<file path="src/rtl/core/lsl_pkg.sv">
// Shared types, token codes and keyword table for the Lox source lexer.
// No dependencies; imported by every module under rtl/core.
`default_nettype none

package lsl_pkg;

    localparam int unsigned MAX_SOURCE_BYTES = 65536;
    localparam int unsigned KW_MAX_LEN       = 6;
    localparam int unsigned KW_COUNT         = 15;
    localparam int unsigned POS_W            = $clog2(MAX_SOURCE_BYTES + 1);
    localparam int unsigned MAX_RES          = 4;
    localparam int unsigned NUM_CAND         = 6;

    // token kinds
    localparam logic [5:0] K_LPAREN  = 6'd0;
    localparam logic [5:0] K_RPAREN  = 6'd1;
    localparam logic [5:0] K_LBRACE  = 6'd2;
    localparam logic [5:0] K_RBRACE  = 6'd3;
    localparam logic [5:0] K_COMMA   = 6'd4;
    localparam logic [5:0] K_DOT     = 6'd5;
    localparam logic [5:0] K_MINUS   = 6'd6;
    localparam logic [5:0] K_PLUS    = 6'd7;
    localparam logic [5:0] K_SEMI    = 6'd8;
    localparam logic [5:0] K_SLASH   = 6'd9;
    localparam logic [5:0] K_STAR    = 6'd10;
    localparam logic [5:0] K_BANG    = 6'd11;
    localparam logic [5:0] K_EQUAL   = 6'd13;
    localparam logic [5:0] K_GREATER = 6'd15;
    localparam logic [5:0] K_LESS    = 6'd17;
    localparam logic [5:0] K_IDENT   = 6'd19;
    localparam logic [5:0] K_STRING  = 6'd20;
    localparam logic [5:0] K_NUMBER  = 6'd21;
    localparam logic [5:0] K_KW0     = 6'd22;
    localparam logic [5:0] K_END     = 6'd37;

    localparam logic ERR_UNEXPECTED   = 1'b0;
    localparam logic ERR_UNTERMINATED = 1'b1;

    localparam logic [7:0] CH_LF  = 8'h0A;
    localparam logic [7:0] CH_CR  = 8'h0D;
    localparam logic [7:0] CH_TAB = 8'h09;

    typedef enum logic [3:0] {
        M_IDLE    = 4'd0,
        M_OP2     = 4'd1,
        M_SLASH   = 4'd2,
        M_COMMENT = 4'd3,
        M_STRING  = 4'd4,
        M_NUMBER  = 4'd5,
        M_NUMDOT  = 4'd6,
        M_FRAC    = 4'd7,
        M_WORD    = 4'd8
    } mode_t;

    typedef struct packed {
        mode_t                       mode;
        logic [7:0]                  held;
        logic [POS_W-1:0]            position;
        logic [15:0]                 tstart;
        logic [15:0]                 line;
        logic [KW_MAX_LEN-1:0][7:0]  wbuf;
        logic [15:0]                 wlen;
    } lex_state_t;

    typedef struct packed {
        logic [5:0]  kind;
        logic [15:0] start;
        logic [15:0] len;
        logic [15:0] line;
        logic        err;
        logic        code;
    } tok_t;

    localparam logic [7:0] KW_TEXT [KW_COUNT][KW_MAX_LEN] = '{
        '{"a", "n", "d", 8'h00, 8'h00, 8'h00},
        '{"c", "l", "a", "s", "s", 8'h00},
        '{"e", "l", "s", "e", 8'h00, 8'h00},
        '{"f", "a", "l", "s", "e", 8'h00},
        '{"f", "u", "n", 8'h00, 8'h00, 8'h00},
        '{"i", "f", 8'h00, 8'h00, 8'h00, 8'h00},
        '{"n", "i", "l", 8'h00, 8'h00, 8'h00},
        '{"o", "r", 8'h00, 8'h00, 8'h00, 8'h00},
        '{"p", "r", "i", "n", "t", 8'h00},
        '{"r", "e", "t", "u", "r", "n"},
        '{"s", "u", "p", "e", "r", 8'h00},
        '{"t", "h", "i", "s", 8'h00, 8'h00},
        '{"t", "r", "u", "e", 8'h00, 8'h00},
        '{"v", "a", "r", 8'h00, 8'h00, 8'h00},
        '{"w", "h", "i", "l", "e", 8'h00}
    };
    localparam logic [15:0] KW_LEN [KW_COUNT] = '{
        16'd3, 16'd5, 16'd4, 16'd5, 16'd3, 16'd2, 16'd3, 16'd2,
        16'd5, 16'd6, 16'd5, 16'd4, 16'd4, 16'd3, 16'd5
    };

    function automatic logic [15:0] clamp16(input logic [17:0] v);
        return (v > 18'd65535) ? 16'hFFFF : v[15:0];
    endfunction

    function automatic logic [15:0] span(input logic [17:0] e, input logic [15:0] ts);
        logic [17:0] d;
        d = e - {2'b00, ts};
        return (e > {2'b00, ts}) ? clamp16(d) : 16'd0;
    endfunction

    function automatic logic [5:0] op2_base(input logic [7:0] c);
        logic [5:0] k;
        unique case (c)
            "!":     k = K_BANG;
            "=":     k = K_EQUAL;
            ">":     k = K_GREATER;
            default: k = K_LESS;
        endcase
        return k;
    endfunction

    function automatic logic is_digit(input logic [7:0] c);
        return (c >= "0") && (c <= "9");
    endfunction

    function automatic logic is_alpha(input logic [7:0] c);
        return ((c >= "a") && (c <= "z")) || ((c >= "A") && (c <= "Z"));
    endfunction

    function automatic tok_t mk_tok(input logic [5:0] kind, input logic [15:0] start,
                                    input logic [15:0] len, input logic [15:0] line,
                                    input logic err, input logic code);
        tok_t t;
        t.kind  = kind;
        t.start = start;
        t.len   = len;
        t.line  = line;
        t.err   = err;
        t.code  = code;
        return t;
    endfunction

endpackage

`default_nettype wire

</file>
<file path="src/rtl/core/lox_source_lexer_core.sv">
// Top level of the Lox source lexer: stream ports, lexer state, result bank.
// Depends on lsl_pkg and lsl_step (which uses lsl_kw_match).
//
// Usage:
//   Slave side takes one source byte per beat: s_tdata = byte, s_tlast marks
//   the final byte, s_tuser = 1 for a beat with no byte that only ends the source.
//   Master side returns tokens: m_tdata = kind, start, length, line;
//   m_tuser = error flag and error code; m_tlast marks the last token that a
//   given input beat produced.
//   Latency: the tokens for a beat appear in the cycle after it is accepted.
//   Throughput: one beat per cycle while each beat yields at most one token
//   and m_tready stays high; a beat that yields n tokens (up to four) holds
//   the result bank until all have left, one per cycle while m_tready is high.
//   s_tready is high when the bank is empty or its last token leaves now.
//   A stall on m_tready holds the current token and, while the bank holds
//   tokens, backs up into s_tready; no byte or token is ever dropped.
//   Reset: lexer idle, position 0, line 1, bank empty. After the end token
//   of a source the lexer is back in that state for the next source.
//   Positions saturate at the maximum source size; lines at 65535.
`default_nettype none

module lox_source_lexer_core
    import lsl_pkg::*;
(
    input  wire logic        clk,
    input  wire logic        rst_n,
    // source bytes
    input  wire logic        s_tvalid,
    output logic             s_tready,
    input  wire logic [7:0]  s_tdata,   // [7:0] ch
    input  wire logic        s_tlast,   // is_last
    input  wire logic        s_tuser,   // end_only
    // tokens
    output logic             m_tvalid,
    input  wire logic        m_tready,
    output logic [55:0]      m_tdata,   // [5:0] kind, [21:6] start_res,
                                        // [37:22] length, [53:38] line, [55:54] 0
    output logic             m_tlast,   // last_of_run
    output logic [1:0]       m_tuser    // [0] is_error, [1] error_code
);

    lex_state_t state_reg;
    lex_state_t state_next;
    tok_t       step_res [MAX_RES];
    logic [2:0] step_cnt;

    // result bank: tokens of the last accepted beat, read out in order
    tok_t       bank_reg [MAX_RES];
    logic [2:0] cnt_reg;
    logic [1:0] rd_reg;
    tok_t       cur;

    logic s_beat;
    logic m_beat;

    lsl_step u_step (
        .st       (state_reg),
        .ch       (s_tdata),
        .is_last  (s_tlast),
        .end_only (s_tuser),
        .st_next  (state_next),
        .res      (step_res),
        .res_cnt  (step_cnt)
    );

    assign m_tvalid = (cnt_reg != 3'd0);
    assign m_beat   = m_tvalid && m_tready;
    assign s_tready = (cnt_reg == 3'd0) || ((cnt_reg == 3'd1) && m_tready);
    assign s_beat   = s_tvalid && s_tready;

    assign cur     = bank_reg[rd_reg];
    assign m_tdata = {2'b00, cur.line, cur.len, cur.start, cur.kind};
    assign m_tuser = {cur.code, cur.err};
    assign m_tlast = (cnt_reg == 3'd1);

    always_ff @(posedge clk or negedge rst_n)
    begin
        if (!rst_n)
        begin
            state_reg <= '{mode: M_IDLE, held: 8'd0, position: '0, tstart: 16'd0,
                           line: 16'd1, wbuf: '0, wlen: 16'd0};
            cnt_reg   <= '0;
            rd_reg    <= '0;
        end
        else
        begin
            if (s_beat)
            begin
                state_reg <= state_next;
                cnt_reg   <= step_cnt;
                rd_reg    <= '0;
            end
            else if (m_beat)
            begin
                cnt_reg <= cnt_reg - 3'd1;
                rd_reg  <= rd_reg + 2'd1;
            end
        end
    end

    // payload, no reset
    always_ff @(posedge clk)
    begin
        if (s_beat)
        begin
            for (int i = 0; i < MAX_RES; i++)
                bank_reg[i] <= step_res[i];
        end
    end

    // end of a source always returns the lexer to its reset state
    a_end_resets: assert property (@(posedge clk) disable iff (!rst_n)
        s_beat && (s_tuser || s_tlast) |=>
            (state_reg.mode == M_IDLE) && (state_reg.position == '0) &&
            (state_reg.line == 16'd1))
        else $error("lexer state not cleared after end of source");

    a_bank_bound: assert property (@(posedge clk) disable iff (!rst_n)
        cnt_reg <= 3'(MAX_RES))
        else $error("result bank count out of range");

    a_quiet_beat: assert property (@(posedge clk) disable iff (!rst_n)
        s_beat && (step_cnt == 3'd0) |=> !m_tvalid)
        else $error("tokens shown for a beat that produced none");

    a_end_token_last: assert property (@(posedge clk) disable iff (!rst_n)
        m_tvalid && (cur.kind == K_END) && !cur.err |-> m_tlast)
        else $error("end token is not the last of its run");

endmodule

`default_nettype wire

</file>
<file path="src/rtl/core/lsl_kw_match.sv">
// Keyword matcher: maps a buffered word to a keyword kind or identifier.
// Depends on lsl_pkg for the keyword table.
`default_nettype none

module lsl_kw_match
    import lsl_pkg::*;
(
    input  wire logic [KW_MAX_LEN-1:0][7:0] wbuf,
    input  wire logic [15:0]                wlen,
    output logic      [5:0]                 kind
);

    logic hit;

    always_comb
    begin
        kind = K_IDENT;
        for (int k = KW_COUNT - 1; k >= 0; k--)
        begin
            hit = (wlen == KW_LEN[k]);
            for (int i = 0; i < KW_MAX_LEN; i++)
            begin
                if ((16'(i) < KW_LEN[k]) && (wbuf[i] != KW_TEXT[k][i]))
                    hit = 1'b0;
            end
            if (hit)
                kind = K_KW0 + 6'(k);
        end
    end

endmodule

`default_nettype wire

</file>
<file path="src/rtl/core/lsl_step.sv">
// One lexer step: next state and up to four result tokens for one beat.
// Depends on lsl_pkg and lsl_kw_match.
`default_nettype none

module lsl_step
    import lsl_pkg::*;
(
    input  wire lex_state_t       st,
    input  wire logic [7:0]       ch,
    input  wire logic             is_last,
    input  wire logic             end_only,
    output lex_state_t            st_next,
    output tok_t                  res [MAX_RES],
    output logic [2:0]            res_cnt
);

    lex_state_t       mid;
    logic [POS_W-1:0] pos_inc;
    logic [5:0]       kw_cur;
    logic [5:0]       kw_mid;
    tok_t             byte_cand [3];
    logic             byte_cv   [3];
    tok_t             fl_cand   [3];
    logic             fl_cv     [3];
    tok_t             cand [NUM_CAND];
    logic             cv   [NUM_CAND];

    lsl_kw_match u_kw_cur (.wbuf(st.wbuf),  .wlen(st.wlen),  .kind(kw_cur));
    lsl_kw_match u_kw_mid (.wbuf(mid.wbuf), .wlen(mid.wlen), .kind(kw_mid));

    // byte lexing: slots 0..2
    always_comb
    begin
        logic [POS_W-1:0] pos;
        logic [POS_W-1:0] dotp;
        logic             do_idle;
        mid     = st;
        pos     = st.position;
        dotp    = (pos != '0) ? pos - 1'b1 : '0;
        do_idle = 1'b0;
        for (int i = 0; i < 3; i++)
        begin
            byte_cand[i] = '0;
            byte_cv[i]   = 1'b0;
        end
        pos_inc = (pos < POS_W'(MAX_SOURCE_BYTES)) ? pos + 1'b1 : pos;
        if (!end_only)
        begin
            unique case (st.mode)
                M_OP2:
                begin
                    byte_cv[0] = 1'b1;
                    if (ch == "=")
                    begin
                        byte_cand[0] = mk_tok(op2_base(st.held) + 6'd1, st.tstart, 16'd2,
                                              st.line, 1'b0, 1'b0);
                        mid.mode     = M_IDLE;
                    end
                    else
                    begin
                        byte_cand[0] = mk_tok(op2_base(st.held), st.tstart, 16'd1,
                                              st.line, 1'b0, 1'b0);
                        do_idle      = 1'b1;
                    end
                end
                M_SLASH:
                begin
                    if (ch == "/")
                        mid.mode = M_COMMENT;
                    else
                    begin
                        byte_cv[0]   = 1'b1;
                        byte_cand[0] = mk_tok(K_SLASH, st.tstart, 16'd1, st.line,
                                              1'b0, 1'b0);
                        do_idle      = 1'b1;
                    end
                end
                M_COMMENT:
                    do_idle = (ch == CH_LF);
                M_STRING:
                begin
                    if (ch == "\"")
                    begin
                        byte_cv[0]   = 1'b1;
                        byte_cand[0] = mk_tok(K_STRING, st.tstart,
                                              span(18'(pos) + 18'd1, st.tstart),
                                              st.line, 1'b0, 1'b0);
                        mid.mode     = M_IDLE;
                    end
                    else if ((ch == CH_LF) && (st.line != 16'hFFFF))
                        mid.line = st.line + 16'd1;
                end
                M_NUMBER, M_FRAC:
                begin
                    if (ch == "." && st.mode == M_NUMBER)
                        mid.mode = M_NUMDOT;
                    else if (!is_digit(ch))
                    begin
                        byte_cv[0]   = 1'b1;
                        byte_cand[0] = mk_tok(K_NUMBER, st.tstart,
                                              span(18'(pos), st.tstart),
                                              st.line, 1'b0, 1'b0);
                        do_idle      = 1'b1;
                    end
                end
                M_NUMDOT:
                begin
                    if (is_digit(ch))
                        mid.mode = M_FRAC;
                    else
                    begin
                        byte_cv[0]   = 1'b1;
                        byte_cand[0] = mk_tok(K_NUMBER, st.tstart,
                                              span(18'(dotp), st.tstart),
                                              st.line, 1'b0, 1'b0);
                        byte_cv[1]   = 1'b1;
                        byte_cand[1] = mk_tok(K_DOT, clamp16(18'(dotp)), 16'd1,
                                              st.line, 1'b0, 1'b0);
                        do_idle      = 1'b1;
                    end
                end
                M_WORD:
                begin
                    if (is_alpha(ch))
                    begin
                        for (int i = 0; i < KW_MAX_LEN; i++)
                        begin
                            if (st.wlen == 16'(i))
                                mid.wbuf[i] = ch;
                        end
                        if (st.wlen != 16'hFFFF)
                            mid.wlen = st.wlen + 16'd1;
                    end
                    else
                    begin
                        byte_cv[0]   = 1'b1;
                        byte_cand[0] = mk_tok(kw_cur, st.tstart, span(18'(pos), st.tstart),
                                              st.line, 1'b0, 1'b0);
                        do_idle      = 1'b1;
                    end
                end
                default:
                    do_idle = 1'b1;
            endcase

            if (do_idle)
            begin
                mid.mode = M_IDLE;
                unique case (ch)
                    "(", ")", "{", "}", ",", ".", "-", "+", ";", "*":
                    begin
                        byte_cv[2] = 1'b1;
                        unique case (ch)
                            "(":     byte_cand[2].kind = K_LPAREN;
                            ")":     byte_cand[2].kind = K_RPAREN;
                            "{":     byte_cand[2].kind = K_LBRACE;
                            "}":     byte_cand[2].kind = K_RBRACE;
                            ",":     byte_cand[2].kind = K_COMMA;
                            ".":     byte_cand[2].kind = K_DOT;
                            "-":     byte_cand[2].kind = K_MINUS;
                            "+":     byte_cand[2].kind = K_PLUS;
                            ";":     byte_cand[2].kind = K_SEMI;
                            default: byte_cand[2].kind = K_STAR;
                        endcase
                        byte_cand[2].start = clamp16(18'(pos));
                        byte_cand[2].len   = 16'd1;
                        byte_cand[2].line  = st.line;
                    end
                    " ", CH_CR, CH_TAB: ;
                    CH_LF:
                    begin
                        if (st.line != 16'hFFFF)
                            mid.line = st.line + 16'd1;
                    end
                    default:
                    begin
                        mid.tstart = clamp16(18'(pos));
                        if (ch == "!" || ch == "=" || ch == "<" || ch == ">")
                        begin
                            mid.held = ch;
                            mid.mode = M_OP2;
                        end
                        else if (ch == "/")
                            mid.mode = M_SLASH;
                        else if (ch == "\"")
                            mid.mode = M_STRING;
                        else if (is_digit(ch))
                            mid.mode = M_NUMBER;
                        else if (is_alpha(ch))
                        begin
                            mid.mode    = M_WORD;
                            mid.wbuf[0] = ch;
                            mid.wlen    = 16'd1;
                        end
                        else
                        begin
                            byte_cv[2]   = 1'b1;
                            byte_cand[2] = mk_tok(6'd0, clamp16(18'(pos)), 16'd1, st.line,
                                                  1'b1, ERR_UNEXPECTED);
                        end
                    end
                endcase
            end
            mid.position = pos_inc;
        end
    end

    // end-of-source flush: slots 3..5, then back to reset state
    always_comb
    begin
        logic [POS_W-1:0] fend;
        logic [POS_W-1:0] fdot;
        logic             fl;
        fl      = end_only || is_last;
        fend    = end_only ? st.position : pos_inc;
        fdot    = (fend != '0) ? fend - 1'b1 : '0;
        st_next = mid;
        for (int i = 0; i < 3; i++)
        begin
            fl_cand[i] = '0;
            fl_cv[i]   = 1'b0;
        end
        if (fl)
        begin
            unique case (mid.mode)
                M_OP2:
                begin
                    fl_cv[0]   = 1'b1;
                    fl_cand[0] = mk_tok(op2_base(mid.held), mid.tstart, 16'd1,
                                        mid.line, 1'b0, 1'b0);
                end
                M_SLASH:
                begin
                    fl_cv[0]   = 1'b1;
                    fl_cand[0] = mk_tok(K_SLASH, mid.tstart, 16'd1, mid.line, 1'b0, 1'b0);
                end
                M_STRING:
                begin
                    fl_cv[0]   = 1'b1;
                    fl_cand[0] = mk_tok(6'd0, mid.tstart, span(18'(fend), mid.tstart),
                                        mid.line, 1'b1, ERR_UNTERMINATED);
                end
                M_NUMBER, M_FRAC:
                begin
                    fl_cv[0]   = 1'b1;
                    fl_cand[0] = mk_tok(K_NUMBER, mid.tstart, span(18'(fend), mid.tstart),
                                        mid.line, 1'b0, 1'b0);
                end
                M_NUMDOT:
                begin
                    fl_cv[0]   = 1'b1;
                    fl_cand[0] = mk_tok(K_NUMBER, mid.tstart, span(18'(fdot), mid.tstart),
                                        mid.line, 1'b0, 1'b0);
                    fl_cv[1]   = 1'b1;
                    fl_cand[1] = mk_tok(K_DOT, clamp16(18'(fdot)), 16'd1,
                                        mid.line, 1'b0, 1'b0);
                end
                M_WORD:
                begin
                    fl_cv[0]   = 1'b1;
                    fl_cand[0] = mk_tok(kw_mid, mid.tstart, span(18'(fend), mid.tstart),
                                        mid.line, 1'b0, 1'b0);
                end
                default: ;
            endcase
            fl_cv[2]   = 1'b1;
            fl_cand[2] = mk_tok(K_END, clamp16(18'(fend)), 16'd0, mid.line, 1'b0, 1'b0);

            st_next          = '0;
            st_next.mode     = M_IDLE;
            st_next.line     = 16'd1;
        end
    end

    // pack the valid slots in order
    always_comb
    begin
        logic [2:0] n;
        n = '0;
        for (int i = 0; i < 3; i++)
        begin
            cand[i]     = byte_cand[i];
            cv[i]       = byte_cv[i];
            cand[i + 3] = fl_cand[i];
            cv[i + 3]   = fl_cv[i];
        end
        for (int i = 0; i < MAX_RES; i++)
            res[i] = '0;
        for (int i = 0; i < NUM_CAND; i++)
        begin
            if (cv[i] && (n < 3'(MAX_RES)))
            begin
                res[n[1:0]] = cand[i];
                n           = n + 3'd1;
            end
        end
        res_cnt = n;
    end

endmodule

`default_nettype wire

</file>
<file path="config.mk">
export PLATFORM = sky130hd
export DESIGN_NAME = lox_source_lexer_core
export DESIGN_NICKNAME = d
export VERILOG_FILES = /design/src/rtl/core/lsl_pkg.sv /design/src/rtl/core/lox_source_lexer_core.sv /design/src/rtl/core/lsl_kw_match.sv /design/src/rtl/core/lsl_step.sv
export SDC_FILE = /design/constraint.sdc
export NUM_CORES = 1
export LEC_CHECK = 0
export ABC_AREA = 1
export BUFFER_PORTS_ARGS = -buffer_cell sky130_fd_sc_hd__buf_2
export CELL_PAD_IN_SITES_DETAIL_PLACEMENT = 0
export CELL_PAD_IN_SITES_GLOBAL_PLACEMENT = 1
export CORE_MARGIN = 5
export CORE_UTILIZATION = 51
export DETAILED_ROUTE_END_ITERATION = 6
export PLACE_DENSITY_LB_ADDON = 0.1
export SETUP_SLACK_MARGIN = 0.15
export SLEW_MARGIN = 20
export SYNTH_ARGS = -nofsm -noshare
export SYNTH_HDL_FRONTEND = slang
export SYNTH_SLANG_ARGS = --single-unit
</file>
<file path="constraint.sdc">
create_clock -name clk -period 13.1 [get_ports clk]
set_input_delay 2.62 -clock clk [delete_from_list [all_inputs] [get_ports clk]]
set_output_delay 2.62 -clock clk [all_outputs]
set_load 0.05 [all_outputs]
</file>
==> impl_metrics.toml <==
[worst_setup_path]
path_max_fanout = 30
worst_setup_path_start_kind = "input pin"
crit_path_max_incr_delay_ns = 0.55
end_kind = "register"
cp_num_buf_inv = 9
cp_slowest_cell = "nand2_1"
cp.required_ns = 13.57
crit_path_frequent_cell = "nand2_1"
path_delay_family = "simple AND/OR/NAND/NOR gates"
crit_arrival_ns = 9.21
path_class = "input pin to register"

[die]
coreArea_um2 = 57900
die_w_um = 252
die-area_um2 = 63700
start_util = 0.517
die_h_um = 252
ios = 75
row_count = 88

[timing]
post-route-period-util = 0.667
rsz0062_at_grt = "false"
slew_viol_final = 0
setup_viol = 0
max_freq_mhz = 114
finClkSkew_ns = 0.0367
tightest_slew_ns = 1.30
setup_tns_ns = 0
period_needed_ns = 8.74
finalHoldViolations = 0
relSlewSlack = 0.121

[yosys]
synth.distinct_cells = 63
ys_seq_area_frac = 0.333
yosys.area.top_type = "edfxtp_1"
synth_top_area_share = 0.225
synth.ff_latch_count = 354
synth_commonest_cells = "1116 x nand2_1, 527 x nor2_1, 436 x inv_1, 403 x o21ai_0, 300 x nand3_1"
synth_flop_cell = "edfxtp_1"
yosysWarnings = 0
synth_edf_count = 224
yosysMostFrequentCell = "nand2_1"
syn_area_per_cell_um2 = 6.79
synthTopCellsByArea = "edfxtp_1 22%, nand2_1 14%, dfrtp_1 11%"
synthArstFlopShare = 0.367
synthesis.area_um2 = 29900
synthCells = 4410

[clock_network]
cts.sinks = 354
cts_resized = 0
cts_buffer_depth = 3
clockRootBuffer = "clkbuf_16"
cts_hold_buf = 0
clk_latency_ns = 0.61
tritoncts = "yes"
path_clk_slew_ns = 0.06
cts_buffers = 42
cts-htree-levels = 2
cts_setup_buffers = 0

[global_route]
top_usage_layer = "met1"
gr-total-overflow = 0
gr-usage-met1 = 0.534
antenna_found_initial = 3
grt_use_met2 = 0.509
grt_usage = 0.360
grtUsageMet3 = 0.0875
grt_max_degree = 184
first_global_vias = 28800
grt_pass1_wl_mm = 179

[layout]
syn_to_final_growth_pct = 7.60
nets = 4501
layout-drive-gt1-share = 0.0686
design_area_um2 = 32200
largest_reg_flops = 224

[place]
port_buffers = 72
gp_congestion = 1.04
placed_area_um2 = 30800
hpwl_mm = 87.9

[routing]
wl_mm = 119
vias = 31600
first_iter_violations = 4045
drt-wirelength-per-cell_um = 23.0
drcViolationCount = 0
firstDrtPassIters = 7
antenna_left = 0
viasPerCell = 6.11

[run]
drv_cap = 0

[min_path]
hold_path.class = "register to register"

[outcome]
run_status = "complete, no violations"
[cell families (layout without fill, tap and decap cells)]
kind of cell / count (synthesis) / in the layout / share of synthesized area
AOI/OAI and AO/OA: 924 / 924 / 0.175
xor gates and xnor gates: 115 / 115 / 0.0336
adders and majority gates: 116 / 116 / 0.0500
buffers and inverters: 670 / 662 / 0.0887
DFF: 354 / 354 / 0.333
other: 1 / 3 / 0.000125
and+or+nand+nor: 2230 / 2230 / 0.319
[cells in the final DEF (no fill, tap or decap), drive strengths merged, types with 88 or more instances in the layout]
| cell type | n |
|---|---|
| o21ai | 464 |
| nand2 | 1134 |
| edfxtp | 224 |
| nand3 | 307 |
| o22ai | 167 |
| inv | 468 |
| nor3 | 88 |
| a21oi | 157 |
| buf | 116 |
| nor2 | 566 |
| ha | 110 |
| dfrtp | 129 |
[cell type report]
cell class	instances	area (um2)
multi-input combinational	3387	17300
clock inverter	20	303
sequential	354	9980
antenna	1	2.50
timing repair buffer	116	717
clock buffer	56	1150
fill	5854	25700
tap	765	957
inverter	470	1770
[per-stage QoR]
step / cells / util / setup WS [ns] / hold slack, ns
final: 5169 / 0.556 / 4.36 / 0.514
after global routing: 5168 / 0.556 / 3.66 / 0.537
after detailed placement: 5092 / 0.531 / 3.89 / 0.497
after global placement: 5092 / 0.531 / 4.18 / 0.490
after CTS: 5168 / 0.556 / 4.52 / 0.513
after floorplan: 4411 / - / 2.65 / 0.471
[worst paths after layout]
kind	startpoint	to	slack, ns	cells after the start
min in group asynchronous	rst_n	state_reg[61]	2.00	1
worst max register to register	state_reg[97]	bank_reg[2][18]	5.96	35
worst max-delay path	s_tdata[2]	bank_reg[2][18]	4.36	36
worst min register to register	state_reg[119]	state_reg[119]	0.51	2
max in group asynchronous	rst_n	state_reg[85]	9.93	2
worst min-delay path	state_reg[119]	state_reg[119]	0.51	2
[metal layers]
metal	part of all wire	up-vias	wire length, um
met5	0.00069	-	82
met4	0.043	8	5120
met3	0.12	286	14300
met2	0.41	1763	48300
met1	0.43	14700	51200
li1	-	14800	-
[tightest hold or removal path: stages, from the launching register on]
cell and delay (ns):
dfrtp_1 0.36, nand2_1 0.05, o21ai_0 0.06
Power is left out: the tool's default activity adds up to more than one toggle a clock period on the data nets, which glitch-free logic cannot reach.
